==> src/hw/rtl/owt_pkg.sv <==
`timescale 1ns / 1ps
package owt_pkg;

  localparam int MAX_CONNS  = 4;
  localparam int MAX_WINDOW = 8;
  localparam int MIN_LIMIT  = 5;
  localparam int MIN_TMO    = 5;

  localparam int SLOT_W = (MAX_CONNS > 1) ? $clog2(MAX_CONNS) : 1;
  localparam int WIN_W  = $clog2(MAX_WINDOW);
  localparam int FILL_W = $clog2(MAX_WINDOW + 1);
  localparam int CNT_W  = 6;
  localparam int LIM_W  = 4;
  localparam int TMO_W  = 16;
  localparam int CFG_W  = 16;
  localparam int IDX_W  = 2;

  localparam logic [IDX_W-1:0] REG_WINDOW_LIMIT = 2'd0;
  localparam logic [IDX_W-1:0] REG_TIMEOUT      = 2'd1;
  localparam logic [IDX_W-1:0] REG_NOTIFY       = 2'd2;

  typedef enum logic [1:0] {
    OP_ATTACH = 2'd0,
    OP_DETACH = 2'd1,
    OP_REMOVE = 2'd2,
    OP_TICK   = 2'd3
  } op_t;

  typedef enum logic [2:0] {
    ST_OK      = 3'd0,
    ST_WFULL   = 3'd1,
    ST_NOENT   = 3'd2,
    ST_NOCONN  = 3'd3,
    ST_TFULL   = 3'd4
  } status_t;

  typedef enum logic [2:0] {
    S_IDLE,
    S_TICK_ADV,
    S_LOOKUP,
    S_ATTACH,
    S_DETACH,
    S_FLUSH,
    S_TICK
  } state_t;

  typedef struct packed {
    logic    load_item;
    logic    tick_adv;
    logic    lookup;
    logic    attach_wr;
    logic    detach_drop;
    logic    flush_step;
    logic    flush_clear;
    logic    tick_drop;
    logic    next_slot;
    logic    emit_done;
    logic    emit_notice;
    logic    notice_tick;
    status_t status;
  } cmd_t;

  typedef struct packed {
    op_t  op;
    logic hit;
    logic free_ok;
    logic win_full;
    logic seq_hit;
    logic flush_more;
    logic tick_expire;
    logic last_slot;
    logic notify;
    logic out_free;
  } sts_t;

endpackage

==> src/hw/rtl/owt_ctrl.sv <==
`timescale 1ns / 1ps
module owt_ctrl (
  input  logic          clk,
  input  logic          rst,
  input  logic          in_valid,
  output logic          in_ready,
  input  owt_pkg::sts_t sts,
  output owt_pkg::cmd_t cmd
);
  import owt_pkg::*;

  state_t state, state_next;

  always_ff @(posedge clk) begin
    if (rst) begin
      state <= S_IDLE;
    end else begin
      state <= state_next;
    end
  end

  always_comb begin
    state_next = state;
    in_ready   = 1'b0;
    cmd        = '0;
    cmd.status = ST_OK;
    unique case (state)
      S_IDLE: begin
        in_ready = 1'b1;
        if (in_valid) begin
          cmd.load_item = 1'b1;
          state_next    = S_LOOKUP;
        end
      end
      S_LOOKUP: begin
        cmd.lookup = 1'b1;
        unique case (sts.op)
          OP_ATTACH: state_next = S_ATTACH;
          OP_DETACH: state_next = S_DETACH;
          OP_REMOVE: state_next = S_FLUSH;
          OP_TICK:   state_next = S_TICK_ADV;
          default:   state_next = S_IDLE;
        endcase
      end
      S_TICK_ADV: begin
        cmd.tick_adv = 1'b1;
        state_next   = S_TICK;
      end
      S_ATTACH: begin
        if (sts.out_free) begin
          cmd.emit_done = 1'b1;
          state_next    = S_IDLE;
          if (sts.hit && sts.win_full) begin
            cmd.status = ST_WFULL;
          end else if (!sts.hit && !sts.free_ok) begin
            cmd.status = ST_TFULL;
          end else begin
            cmd.attach_wr = 1'b1;
          end
        end
      end
      S_DETACH: begin
        if (sts.out_free) begin
          cmd.emit_done = 1'b1;
          state_next    = S_IDLE;
          if (!sts.hit) begin
            cmd.status = ST_NOCONN;
          end else if (sts.seq_hit) begin
            cmd.detach_drop = 1'b1;
          end else begin
            cmd.status = ST_NOENT;
          end
        end
      end
      S_FLUSH: begin
        if (!sts.hit) begin
          if (sts.out_free) begin
            cmd.emit_done = 1'b1;
            cmd.status    = ST_NOCONN;
            state_next    = S_IDLE;
          end
        end else if (sts.flush_more) begin
          if (!sts.notify) begin
            cmd.flush_step = 1'b1;
          end else if (sts.out_free) begin
            cmd.flush_step  = 1'b1;
            cmd.emit_notice = 1'b1;
          end
        end else if (sts.out_free) begin
          cmd.flush_clear = 1'b1;
          cmd.emit_done   = 1'b1;
          state_next      = S_IDLE;
        end
      end
      S_TICK: begin
        if (sts.tick_expire) begin
          if (!sts.notify) begin
            cmd.tick_drop = 1'b1;
          end else if (sts.out_free) begin
            cmd.tick_drop   = 1'b1;
            cmd.emit_notice = 1'b1;
            cmd.notice_tick = 1'b1;
          end
        end else if (!sts.last_slot) begin
          cmd.next_slot = 1'b1;
        end else if (sts.out_free) begin
          cmd.emit_done = 1'b1;
          state_next    = S_IDLE;
        end
      end
      default: state_next = S_IDLE;
    endcase
  end

endmodule

==> src/hw/rtl/owt_dpath.sv <==
`timescale 1ns / 1ps
module owt_dpath (
  input  logic                       clk,
  input  logic                       rst,
  input  logic                       cfg_we,
  input  logic [owt_pkg::IDX_W-1:0]  cfg_index,
  input  logic [owt_pkg::CFG_W-1:0]  cfg_data,
  input  logic [1:0]                 in_op,
  input  logic [31:0]                in_obj,
  input  logic [31:0]                in_seq,
  input  owt_pkg::cmd_t              cmd,
  output owt_pkg::sts_t              sts,
  output logic                       out_valid,
  input  logic                       out_ready,
  output logic                       out_kind,
  output logic [2:0]                 out_status,
  output logic [owt_pkg::CNT_W-1:0]  out_count,
  output logic [31:0]                out_obj,
  output logic [31:0]                out_seq,
  output logic                       out_last
);
  import owt_pkg::*;

  logic [LIM_W-1:0]  limit;
  logic [TMO_W-1:0]  tmo;
  logic              notify;

  logic [31:0]       ids   [MAX_CONNS];
  logic              in_use[MAX_CONNS];
  logic [FILL_W-1:0] fill  [MAX_CONNS];
  logic [31:0]       seqs  [MAX_CONNS][MAX_WINDOW];
  logic [31:0]       times [MAX_CONNS][MAX_WINDOW];
  logic [31:0]       now;

  op_t               op;
  logic [31:0]       obj;
  logic [31:0]       seq;
  logic [SLOT_W-1:0] sc;
  logic [FILL_W-1:0] ic;
  logic              hit;
  logic              free_ok;
  logic [CNT_W-1:0]  cnt;

  logic [SLOT_W-1:0] hit_s, free_s;
  logic              hit_any, free_any;
  logic [WIN_W-1:0]  seq_k, drop_pos;
  logic              seq_any;
  logic [31:0]       age;
  logic              out_free;
  logic [LIM_W-1:0]  lim_in;
  logic [TMO_W-1:0]  tmo_in;

  always_comb begin
    hit_s    = '0;
    hit_any  = 1'b0;
    free_s   = '0;
    free_any = 1'b0;
    for (int s = MAX_CONNS - 1; s >= 0; s--) begin
      if (in_use[s] && ids[s] == obj) begin
        hit_any = 1'b1;
        hit_s   = SLOT_W'(s);
      end
      if (!in_use[s]) begin
        free_any = 1'b1;
        free_s   = SLOT_W'(s);
      end
    end
  end

  always_comb begin
    seq_k   = '0;
    seq_any = 1'b0;
    for (int k = MAX_WINDOW - 1; k >= 0; k--) begin
      if (FILL_W'(k) < fill[sc] && seqs[sc][k] == seq) begin
        seq_any = 1'b1;
        seq_k   = WIN_W'(k);
      end
    end
  end

  assign age      = now - times[sc][0];
  assign drop_pos = cmd.detach_drop ? seq_k : '0;
  assign out_free = !out_valid || out_ready;

  always_comb begin
    sts.op          = op;
    sts.hit         = hit;
    sts.free_ok     = free_ok;
    sts.win_full    = fill[sc] >= limit;
    sts.seq_hit     = seq_any;
    sts.flush_more  = ic < fill[sc];
    sts.tick_expire = in_use[sc] && fill[sc] != '0 && age >= {16'd0, tmo};
    sts.last_slot   = sc == SLOT_W'(MAX_CONNS - 1);
    sts.notify      = notify;
    sts.out_free    = out_free;
  end

  always_comb begin
    lim_in = cfg_data[LIM_W-1:0];
    if (lim_in < LIM_W'(MIN_LIMIT)) lim_in = LIM_W'(MIN_LIMIT);
    if (lim_in > LIM_W'(MAX_WINDOW)) lim_in = LIM_W'(MAX_WINDOW);
    tmo_in = cfg_data[TMO_W-1:0];
    if (tmo_in < TMO_W'(MIN_TMO)) tmo_in = TMO_W'(MIN_TMO);
  end

  always_ff @(posedge clk) begin
    if (rst) begin
      limit  <= LIM_W'(MIN_LIMIT);
      tmo    <= TMO_W'(MIN_TMO);
      notify <= 1'b0;
    end else if (cfg_we) begin
      unique case (cfg_index)
        REG_WINDOW_LIMIT: limit  <= lim_in;
        REG_TIMEOUT:      tmo    <= tmo_in;
        REG_NOTIFY:       notify <= cfg_data[0];
        default: ;
      endcase
    end
  end

  always_ff @(posedge clk) begin
    if (cmd.load_item) begin
      op  <= op_t'(in_op);
      obj <= in_obj;
      seq <= in_seq;
    end
    if (cmd.lookup) begin
      hit     <= hit_any;
      free_ok <= free_any;
      sc      <= hit_any ? hit_s : free_s;
      ic      <= '0;
    end
    if (cmd.tick_adv) sc <= '0;
    if (cmd.next_slot) sc <= sc + 1'b1;
    if (cmd.flush_step) ic <= ic + 1'b1;
    if (cmd.attach_wr) begin
      ids[sc]                      <= obj;
      seqs[sc][fill[sc][WIN_W-1:0]]  <= seq;
      times[sc][fill[sc][WIN_W-1:0]] <= now;
    end
    if (cmd.detach_drop || cmd.tick_drop) begin
      for (int i = 0; i < MAX_WINDOW - 1; i++) begin
        if (WIN_W'(i) >= drop_pos) begin
          seqs[sc][i]  <= seqs[sc][i+1];
          times[sc][i] <= times[sc][i+1];
        end
      end
    end
  end

  always_ff @(posedge clk) begin
    if (rst) begin
      now <= '0;
      cnt <= '0;
      for (int s = 0; s < MAX_CONNS; s++) begin
        in_use[s] <= 1'b0;
        fill[s]   <= '0;
      end
    end else begin
      if (cmd.load_item) cnt <= '0;
      if (cmd.tick_adv) now <= now + 32'd1;
      if (cmd.attach_wr) begin
        in_use[sc] <= 1'b1;
        fill[sc]   <= fill[sc] + 1'b1;
      end
      if (cmd.detach_drop || cmd.tick_drop) fill[sc] <= fill[sc] - 1'b1;
      if (cmd.flush_step || cmd.tick_drop) cnt <= cnt + 1'b1;
      if (cmd.flush_clear) begin
        in_use[sc] <= 1'b0;
        fill[sc]   <= '0;
      end
    end
  end

  always_ff @(posedge clk) begin
    if (rst) begin
      out_valid <= 1'b0;
    end else if (cmd.emit_done || cmd.emit_notice) begin
      out_valid <= 1'b1;
    end else if (out_ready) begin
      out_valid <= 1'b0;
    end
  end

  always_ff @(posedge clk) begin
    if (cmd.emit_done) begin
      out_kind   <= 1'b0;
      out_status <= cmd.status;
      out_count  <= cnt;
      out_obj    <= '0;
      out_seq    <= '0;
      out_last   <= 1'b1;
    end else if (cmd.emit_notice) begin
      out_kind   <= 1'b1;
      out_status <= ST_OK;
      out_count  <= '0;
      out_obj    <= cmd.notice_tick ? ids[sc] : obj;
      out_seq    <= cmd.notice_tick ? seqs[sc][0] : seqs[sc][ic[WIN_W-1:0]];
      out_last   <= 1'b0;
    end
  end

endmodule

==> src/hw/rtl/outstanding_window_tracker.sv <==
`timescale 1ns / 1ps
// Channel   | Dir | Handshake               | Payload
// s_axis    | in  | s_tvalid / s_tready     | s_tuser operation, s_tdata ids
// m_axis    | out | m_tvalid / m_tready     | m_tuser kind, m_tlast, m_tdata
// cfg       | in  | cfg_we                  | cfg_index, cfg_data
//
// One item at a time; input is taken only in the idle state.
// Remove steps through each window entry; tick scans all slots and drops expired entries.
// The single output register sets the pace of notices when m_tready stalls.
// rst is synchronous; it clears the slot table and the clock and resets configuration to defaults.
module outstanding_window_tracker (
  input  logic                              clk,
  input  logic                              rst,
  input  logic                              cfg_we,
  input  logic [owt_pkg::IDX_W-1:0]         cfg_index,
  input  logic [owt_pkg::CFG_W-1:0]         cfg_data,
  input  logic                              s_tvalid,
  output logic                              s_tready,
  input  logic [1:0]                        s_tuser,  // operation
  input  logic [63:0]                       s_tdata,  // object_id, seq_no
  output logic                              m_tvalid,
  input  logic                              m_tready,
  output logic                              m_tuser,  // kind
  output logic                              m_tlast,
  output logic [79:0]                       m_tdata   // status, count, entry_object, entry_seq
);
  import owt_pkg::*;

  cmd_t             cmd;
  sts_t             sts;
  logic [2:0]       status;
  logic [CNT_W-1:0] count;
  logic [31:0]      eobj, eseq;

  owt_ctrl u_ctrl (
    .clk      (clk),
    .rst      (rst),
    .in_valid (s_tvalid),
    .in_ready (s_tready),
    .sts      (sts),
    .cmd      (cmd)
  );

  owt_dpath u_dpath (
    .clk        (clk),
    .rst        (rst),
    .cfg_we     (cfg_we),
    .cfg_index  (cfg_index),
    .cfg_data   (cfg_data),
    .in_op      (s_tuser),
    .in_obj     (s_tdata[31:0]),
    .in_seq     (s_tdata[63:32]),
    .cmd        (cmd),
    .sts        (sts),
    .out_valid  (m_tvalid),
    .out_ready  (m_tready),
    .out_kind   (m_tuser),
    .out_status (status),
    .out_count  (count),
    .out_obj    (eobj),
    .out_seq    (eseq),
    .out_last   (m_tlast)
  );

  assign m_tdata = {7'd0, eseq, eobj, count, status};

endmodule
==> config.mk <==
export PLATFORM = sky130hd
export DESIGN_NAME = outstanding_window_tracker
export DESIGN_NICKNAME = d
export VERILOG_FILES = /design/src/hw/rtl/owt_pkg.sv /design/src/hw/rtl/owt_ctrl.sv /design/src/hw/rtl/owt_dpath.sv /design/src/hw/rtl/outstanding_window_tracker.sv
export SDC_FILE = /design/constraint.sdc
export NUM_CORES = 2
export LEC_CHECK = 0
export BUFFER_PORTS_ARGS = -buffer_cell sky130_fd_sc_hd__buf_2
export CAP_MARGIN = 20
export CORE_MARGIN = 4
export CORE_UTILIZATION = 45
export CTS_BUF_LIST = sky130_fd_sc_hd__clkbuf_2 sky130_fd_sc_hd__clkbuf_4 sky130_fd_sc_hd__clkbuf_8
export DETAILED_ROUTE_END_ITERATION = 12
export HOLD_SLACK_MARGIN = 0.06
export PLACE_DENSITY = 0.65
export SYNTH_ARGS = -nofsm -noshare
export SYNTH_HDL_FRONTEND = slang
export SYNTH_SLANG_ARGS = --single-unit
==> constraint.sdc <==
create_clock -name clk -period 28.4 [get_ports clk]
set_clock_uncertainty 0.2 [all_clocks]
set_input_delay 2.84 -clock clk [delete_from_list [all_inputs] [get_ports clk]]
set_output_delay 2.84 -clock clk [all_outputs]
set_load 0.01 [all_outputs]
==> metrics.md <==
| Metric | Value |
|---|---|
| Sequential element share of the synthesized area | `0.688` |
| Dpl ws | `18.14 ns` |
| DR vias | `56100` |
| Hold wc startpoint | `u_dpath.out_last` |
| Yosys Warn Count | `0` |
| Worst slew pin tran | `1.30 ns` |
| Post-CTS resize count | `0` |
| Outcome | `completed` |
| FMAX | `0.0965 GHz` |
| Count of antenna-violating nets left after detailed routing | `0` |
| Reg-to-reg slack, setup | `18.03 ns` |
| Share of total power in combinational logic | `0.292` |
| CTS root buffer | `sky130_fd_sc_hd__clkbuf_8` |
| Worst Path Arrival | `10.79 ns` |
| Avg Cell Area, Syn | `18.5 um^2` |
| Maximum vdd ir drop | `0.0000578 V` |
| Setup Crit Path Kind | `reg2reg` |
| Destination of the worst hold path | `u_dpath.out_last` |
| Family with the most delay on the worst path | `buffers and inverters` |
| Number of buffers and inverters on the critical path | `8` |
| Accumulated negative setup slack | `0 ns` |
| Min-Delay Path Class | `reg2reg` |
| Number of filler cells placed in the layout | `18400` |
| Number of standard cells in the final layout excluding fillers | `9227` |
| Overall routed net length | `285000 um` |
| CP max stage delay | `0.94 ns` |
| Effective utilization at floorplan | `0.453` |
| Via-to-Cell Ratio | `6.08` |
| Number of sinks handled by clock tree synthesis | `2410` |
| Setup repair after global routing missed its margin | `false` |
| Period Utilization, post-route | `0.365` |
| CTS buffer count | `407` |
| Crit path required time | `28.83 ns` |
| Sequential fraction of design power | `0.410` |
| Clock tree from TritonCTS | `yes` |
| Width of the chip | `487 um` |
| Vias in the first global route | `56300` |
| Clock network latency to the later pin of the worst-skew pair | `1.10 ns` |
| Count of max-cap constraint violations | `0` |
| Deepest clock path buffer count | `4` |
| Number of flops mapped to enable cells by yosys | `2279` |
| Area of the die | `237000 um^2` |
| DIE HEIGHT | `487 um` |
| H-tree levels | `5` |
| Switching share of power | `0.317` |
| Detailed Route Iter0 Violations | `6731` |
| Detail-routed net length per standard cell | `30.9 um` |
| Async SR Flop Fraction | `0` |
| Switching power summed over all nets | `0.00325 W` |
| Setup fix buffers added after clock tree synthesis | `0` |
| Total global routing overflow | `0` |
| Total core area | `228000 um^2` |
| Layout overhead on the synthesized area | `11.9%` |
| Flip-flop and latch count after synthesis | `2410` |
| Nature of the critical path endpoint | `flip-flop` |
| Drt drc | `0` |
| Number of cells after detailed placement | `8503` |
| Final Slew Violations | `0` |
| Total iterations of the first detailed-routing run | `6` |
| Largest net degree at the start of global routing | `70` |
| Library cells used by synthesis | `84` |
| Worst Setup Slack, final | `18.03 ns` |
| Initial antenna violation count | `15` |
| Internal power | `0.00700 W` |
| Reported leakage power | `38.0 nW` |
| Share of layout cells above drive strength 1 | `0.329` |
| Power density over the cells | `88.7 nW/um^2` |
| Launching element type of the critical path | `flip-flop` |
| Quantity of hold-fixing buffers added after cts | `0` |
| I/O pin total | `173` |
| Critical Path Fanout Max | `60` |
| Max transition margin | `0.127` |
| Cell chain of the critical path | `buf_4, buf_4, buf_4, buf_4, mux4_2, inv_1, ha_1, a2111oi_0, nand4_1, or4_1, nand2_1, nor2_1, o22ai_4, buf_4, o31a_2, buf_4, o21a_4, buf_4` |
| Critical path's most frequent cell | `sky130_fd_sc_hd__buf_4` |
| Cell Area, Synth | `103000 um^2` |
| CP max-delay cell | `sky130_fd_sc_hd__dfxtp_4` |
| Count of final setup violators | `0` |
| Final hold violation count | `0` |
| Clock network fraction of design power | `0.298` |
| Final critical delay including setup and external delays | `10.37 ns` |
| Port-buffer cells | `165` |
| Half-perimeter wire length of the detailed placement result | `178000 um` |
| Gpl congestion | `0.882` |
| End of the worst register-to-register path | `u_dpath.times[0][161]` |
| Dominant synthesized flop cell | `sky130_fd_sc_hd__edfxtp_1` |
| Number of instances in the synthesized netlist | `5569` |
| Overall power consumption | `0.0103 W` |
| Post-layout net count | `6062` |
| Depth of the most critical reg-to-reg path | `18` |
| Number of stages on the worst setup path | `18` |
| Row count | `175` |
| Overall routing resource usage | `0.238` |
| Count of cells along the worst hold path | `1` |
| Worst-path clk slew | `0.07 ns` |
| Global-route wire length before repair | `409000 um` |
## sequential cells by signal (all words and copies together) (netlist names), 32 cells and up, named ones only
signal	count
u_dpath.out_obj	32
u_dpath.now	32
u_dpath.obj	32
u_dpath.times	1024
u_dpath.out_seq	32
u_dpath.ids	128
u_dpath.seqs	1024
u_dpath.seq	32
## placed cells by master (no fill, tap or decap), types with 43 or more instances in the layout
cell                          n
sky130_fd_sc_hd__a21oi_1     70
sky130_fd_sc_hd__buf_2      164
sky130_fd_sc_hd__buf_4      138
sky130_fd_sc_hd__clkbuf_4   127
sky130_fd_sc_hd__clkbuf_8   434
sky130_fd_sc_hd__clkinv_1    94
sky130_fd_sc_hd__dfxtp_1    129
sky130_fd_sc_hd__edfxtp_1  2279
sky130_fd_sc_hd__ha_1        69
sky130_fd_sc_hd__inv_1       88
sky130_fd_sc_hd__mux2_2     429
sky130_fd_sc_hd__mux2i_1    102
sky130_fd_sc_hd__mux4_2     595
sky130_fd_sc_hd__nand2_1    180
sky130_fd_sc_hd__nand4_1     78
sky130_fd_sc_hd__nor2_1     128
sky130_fd_sc_hd__nor4_1      43
sky130_fd_sc_hd__o21ai_0     73
sky130_fd_sc_hd__xnor2_1    284
sky130_fd_sc_hd__xor2_1     132
## worst reg2reg max path, delay by kind of cell (launching register included)
family / cells / cell delay (ns)
AOI/OAI and AO/OA: 4 / 1.65
adders and majority gates: 1 / 0.36
buffers and inverters: 8 / 4.99
DFF: 1 / 0.94
muxes: 1 / 0.50
and+or+nand+nor: 4 / 1.30
## worst max-delay path by stage
stage | from | to | slack (ns)
after global placement | flip-flop | u_dpath.times[0][161] | 18.18
after CTS | flip-flop | u_dpath.times[0][161] | 18.10
after global routing | flip-flop | u_dpath.times[0][161] | 17.67
final | flip-flop | u_dpath.times[0][161] | 18.03
after floorplan | flip-flop | u_dpath.seqs[0][64] | 15.91
after detailed placement | flip-flop | u_dpath.times[0][161] | 18.14
## Yosys cell counts, types with 14 or more instances
| cell | number | area [um^2] |
|---|---|---|
| sky130_fd_sc_hd__nor4_1 | 44 | 275 |
| sky130_fd_sc_hd__a22oi_1 | 33 | 248 |
| sky130_fd_sc_hd__nand3_1 | 39 | 195 |
| sky130_fd_sc_hd__inv_1 | 89 | 334 |
| sky130_fd_sc_hd__edfxtp_1 | 2279 | 68400 |
| sky130_fd_sc_hd__nor3_1 | 41 | 205 |
| sky130_fd_sc_hd__clkbuf_1 | 241 | 905 |
| sky130_fd_sc_hd__nand2_1 | 181 | 679 |
| sky130_fd_sc_hd__a21oi_1 | 71 | 355 |
| sky130_fd_sc_hd__o31ai_1 | 20 | 150 |
| sky130_fd_sc_hd__mux2i_1 | 102 | 1020 |
| sky130_fd_sc_hd__xnor2_1 | 284 | 2490 |
| sky130_fd_sc_hd__mux2_2 | 429 | 4830 |
| sky130_fd_sc_hd__and3_1 | 17 | 106 |
| sky130_fd_sc_hd__nor2b_1 | 14 | 87.6 |
| sky130_fd_sc_hd__nand4_1 | 78 | 488 |
| sky130_fd_sc_hd__buf_2 | 78 | 390 |
| sky130_fd_sc_hd__buf_4 | 36 | 270 |
| sky130_fd_sc_hd__and2_1 | 30 | 188 |
| sky130_fd_sc_hd__a21o_1 | 18 | 135 |
| sky130_fd_sc_hd__xor2_1 | 132 | 1160 |
| sky130_fd_sc_hd__dfxtp_1 | 131 | 2620 |
| sky130_fd_sc_hd__o21ai_0 | 74 | 370 |
| sky130_fd_sc_hd__or3_1 | 15 | 93.8 |
| sky130_fd_sc_hd__o21a_1 | 23 | 173 |
| sky130_fd_sc_hd__a221o_1 | 37 | 370 |
| sky130_fd_sc_hd__buf_1 | 27 | 101 |
| sky130_fd_sc_hd__nand2b_1 | 18 | 113 |
| sky130_fd_sc_hd__mux4_2 | 595 | 13400 |
| sky130_fd_sc_hd__mux2_4 | 16 | 240 |
| sky130_fd_sc_hd__nor2_1 | 128 | 480 |
| sky130_fd_sc_hd__ha_1 | 69 | 863 |
## per-layer routing
| layer | global-route usage | share of wire | up-vias |
|---|---|---|---|
| li1 | - | - | 23100 |
| met1 | 0.343 | 0.42 | 29700 |
| met2 | 0.371 | 0.47 | 2712 |
| met3 | 0.0470 | 0.087 | 502 |
| met4 | 0.0698 | 0.029 | 4 |
| met5 | 0 | 0.000095 | - |
## metrics by stage
step	utilization	hold slack, ns	area (um^2)
global placement	0.472	0.243	108000
CTS	0.507	0.254	116000
detailed placement	0.472	0.242	108000
floorplan	-	0.236	103000
finish	0.507	0.250	116000
global route	0.507	0.272	116000
## power groups by stage
| stage | Combinational [W] | Clock (W) | Sequential, W |
|---|---|---|---|
| after global routing | 0.00314 | 0.00329 | 0.00422 |
| after floorplan | 0.00204 | 0 | 0.00422 |
| after CTS | 0.00299 | 0.00311 | 0.00421 |
| final | 0.00299 | 0.00306 | 0.00421 |
| after global placement | 0.00296 | 0 | 0.00428 |
| after detailed placement | 0.00297 | 0 | 0.00428 |
## layout make-up
cell class | instances | area [um^2] | area share
Timing Repair Buffer | 306 | 1940 | 0.0168
Antenna cell | 8 | 20.0 | 0.000173
Tap cell | 3009 | 3760 | 0.0326
Multi-Input combinational cell | 2685 | 30500 | 0.264
Clock inverter | 155 | 1030 | 0.00892
Inverter | 93 | 352 | 0.00304
Sequential cell | 2410 | 71100 | 0.615
Clock buffer | 561 | 6930 | 0.0599
## cell families after synthesis
logic type,Yosys count,share of synthesized area
flip-flops,2410,0.688
multiplexers,1153,0.190
AND/OR/NAND/NOR,648,0.0315
buffers and inverters,480,0.0201
XOR/XNOR,416,0.0353
AO/OA/AOI/OAI,391,0.0265
adder cells (fa/ha/maj),70,0.00855
other,1,0.0000363
No activity file was read; power rests on OpenSTA's default activity.
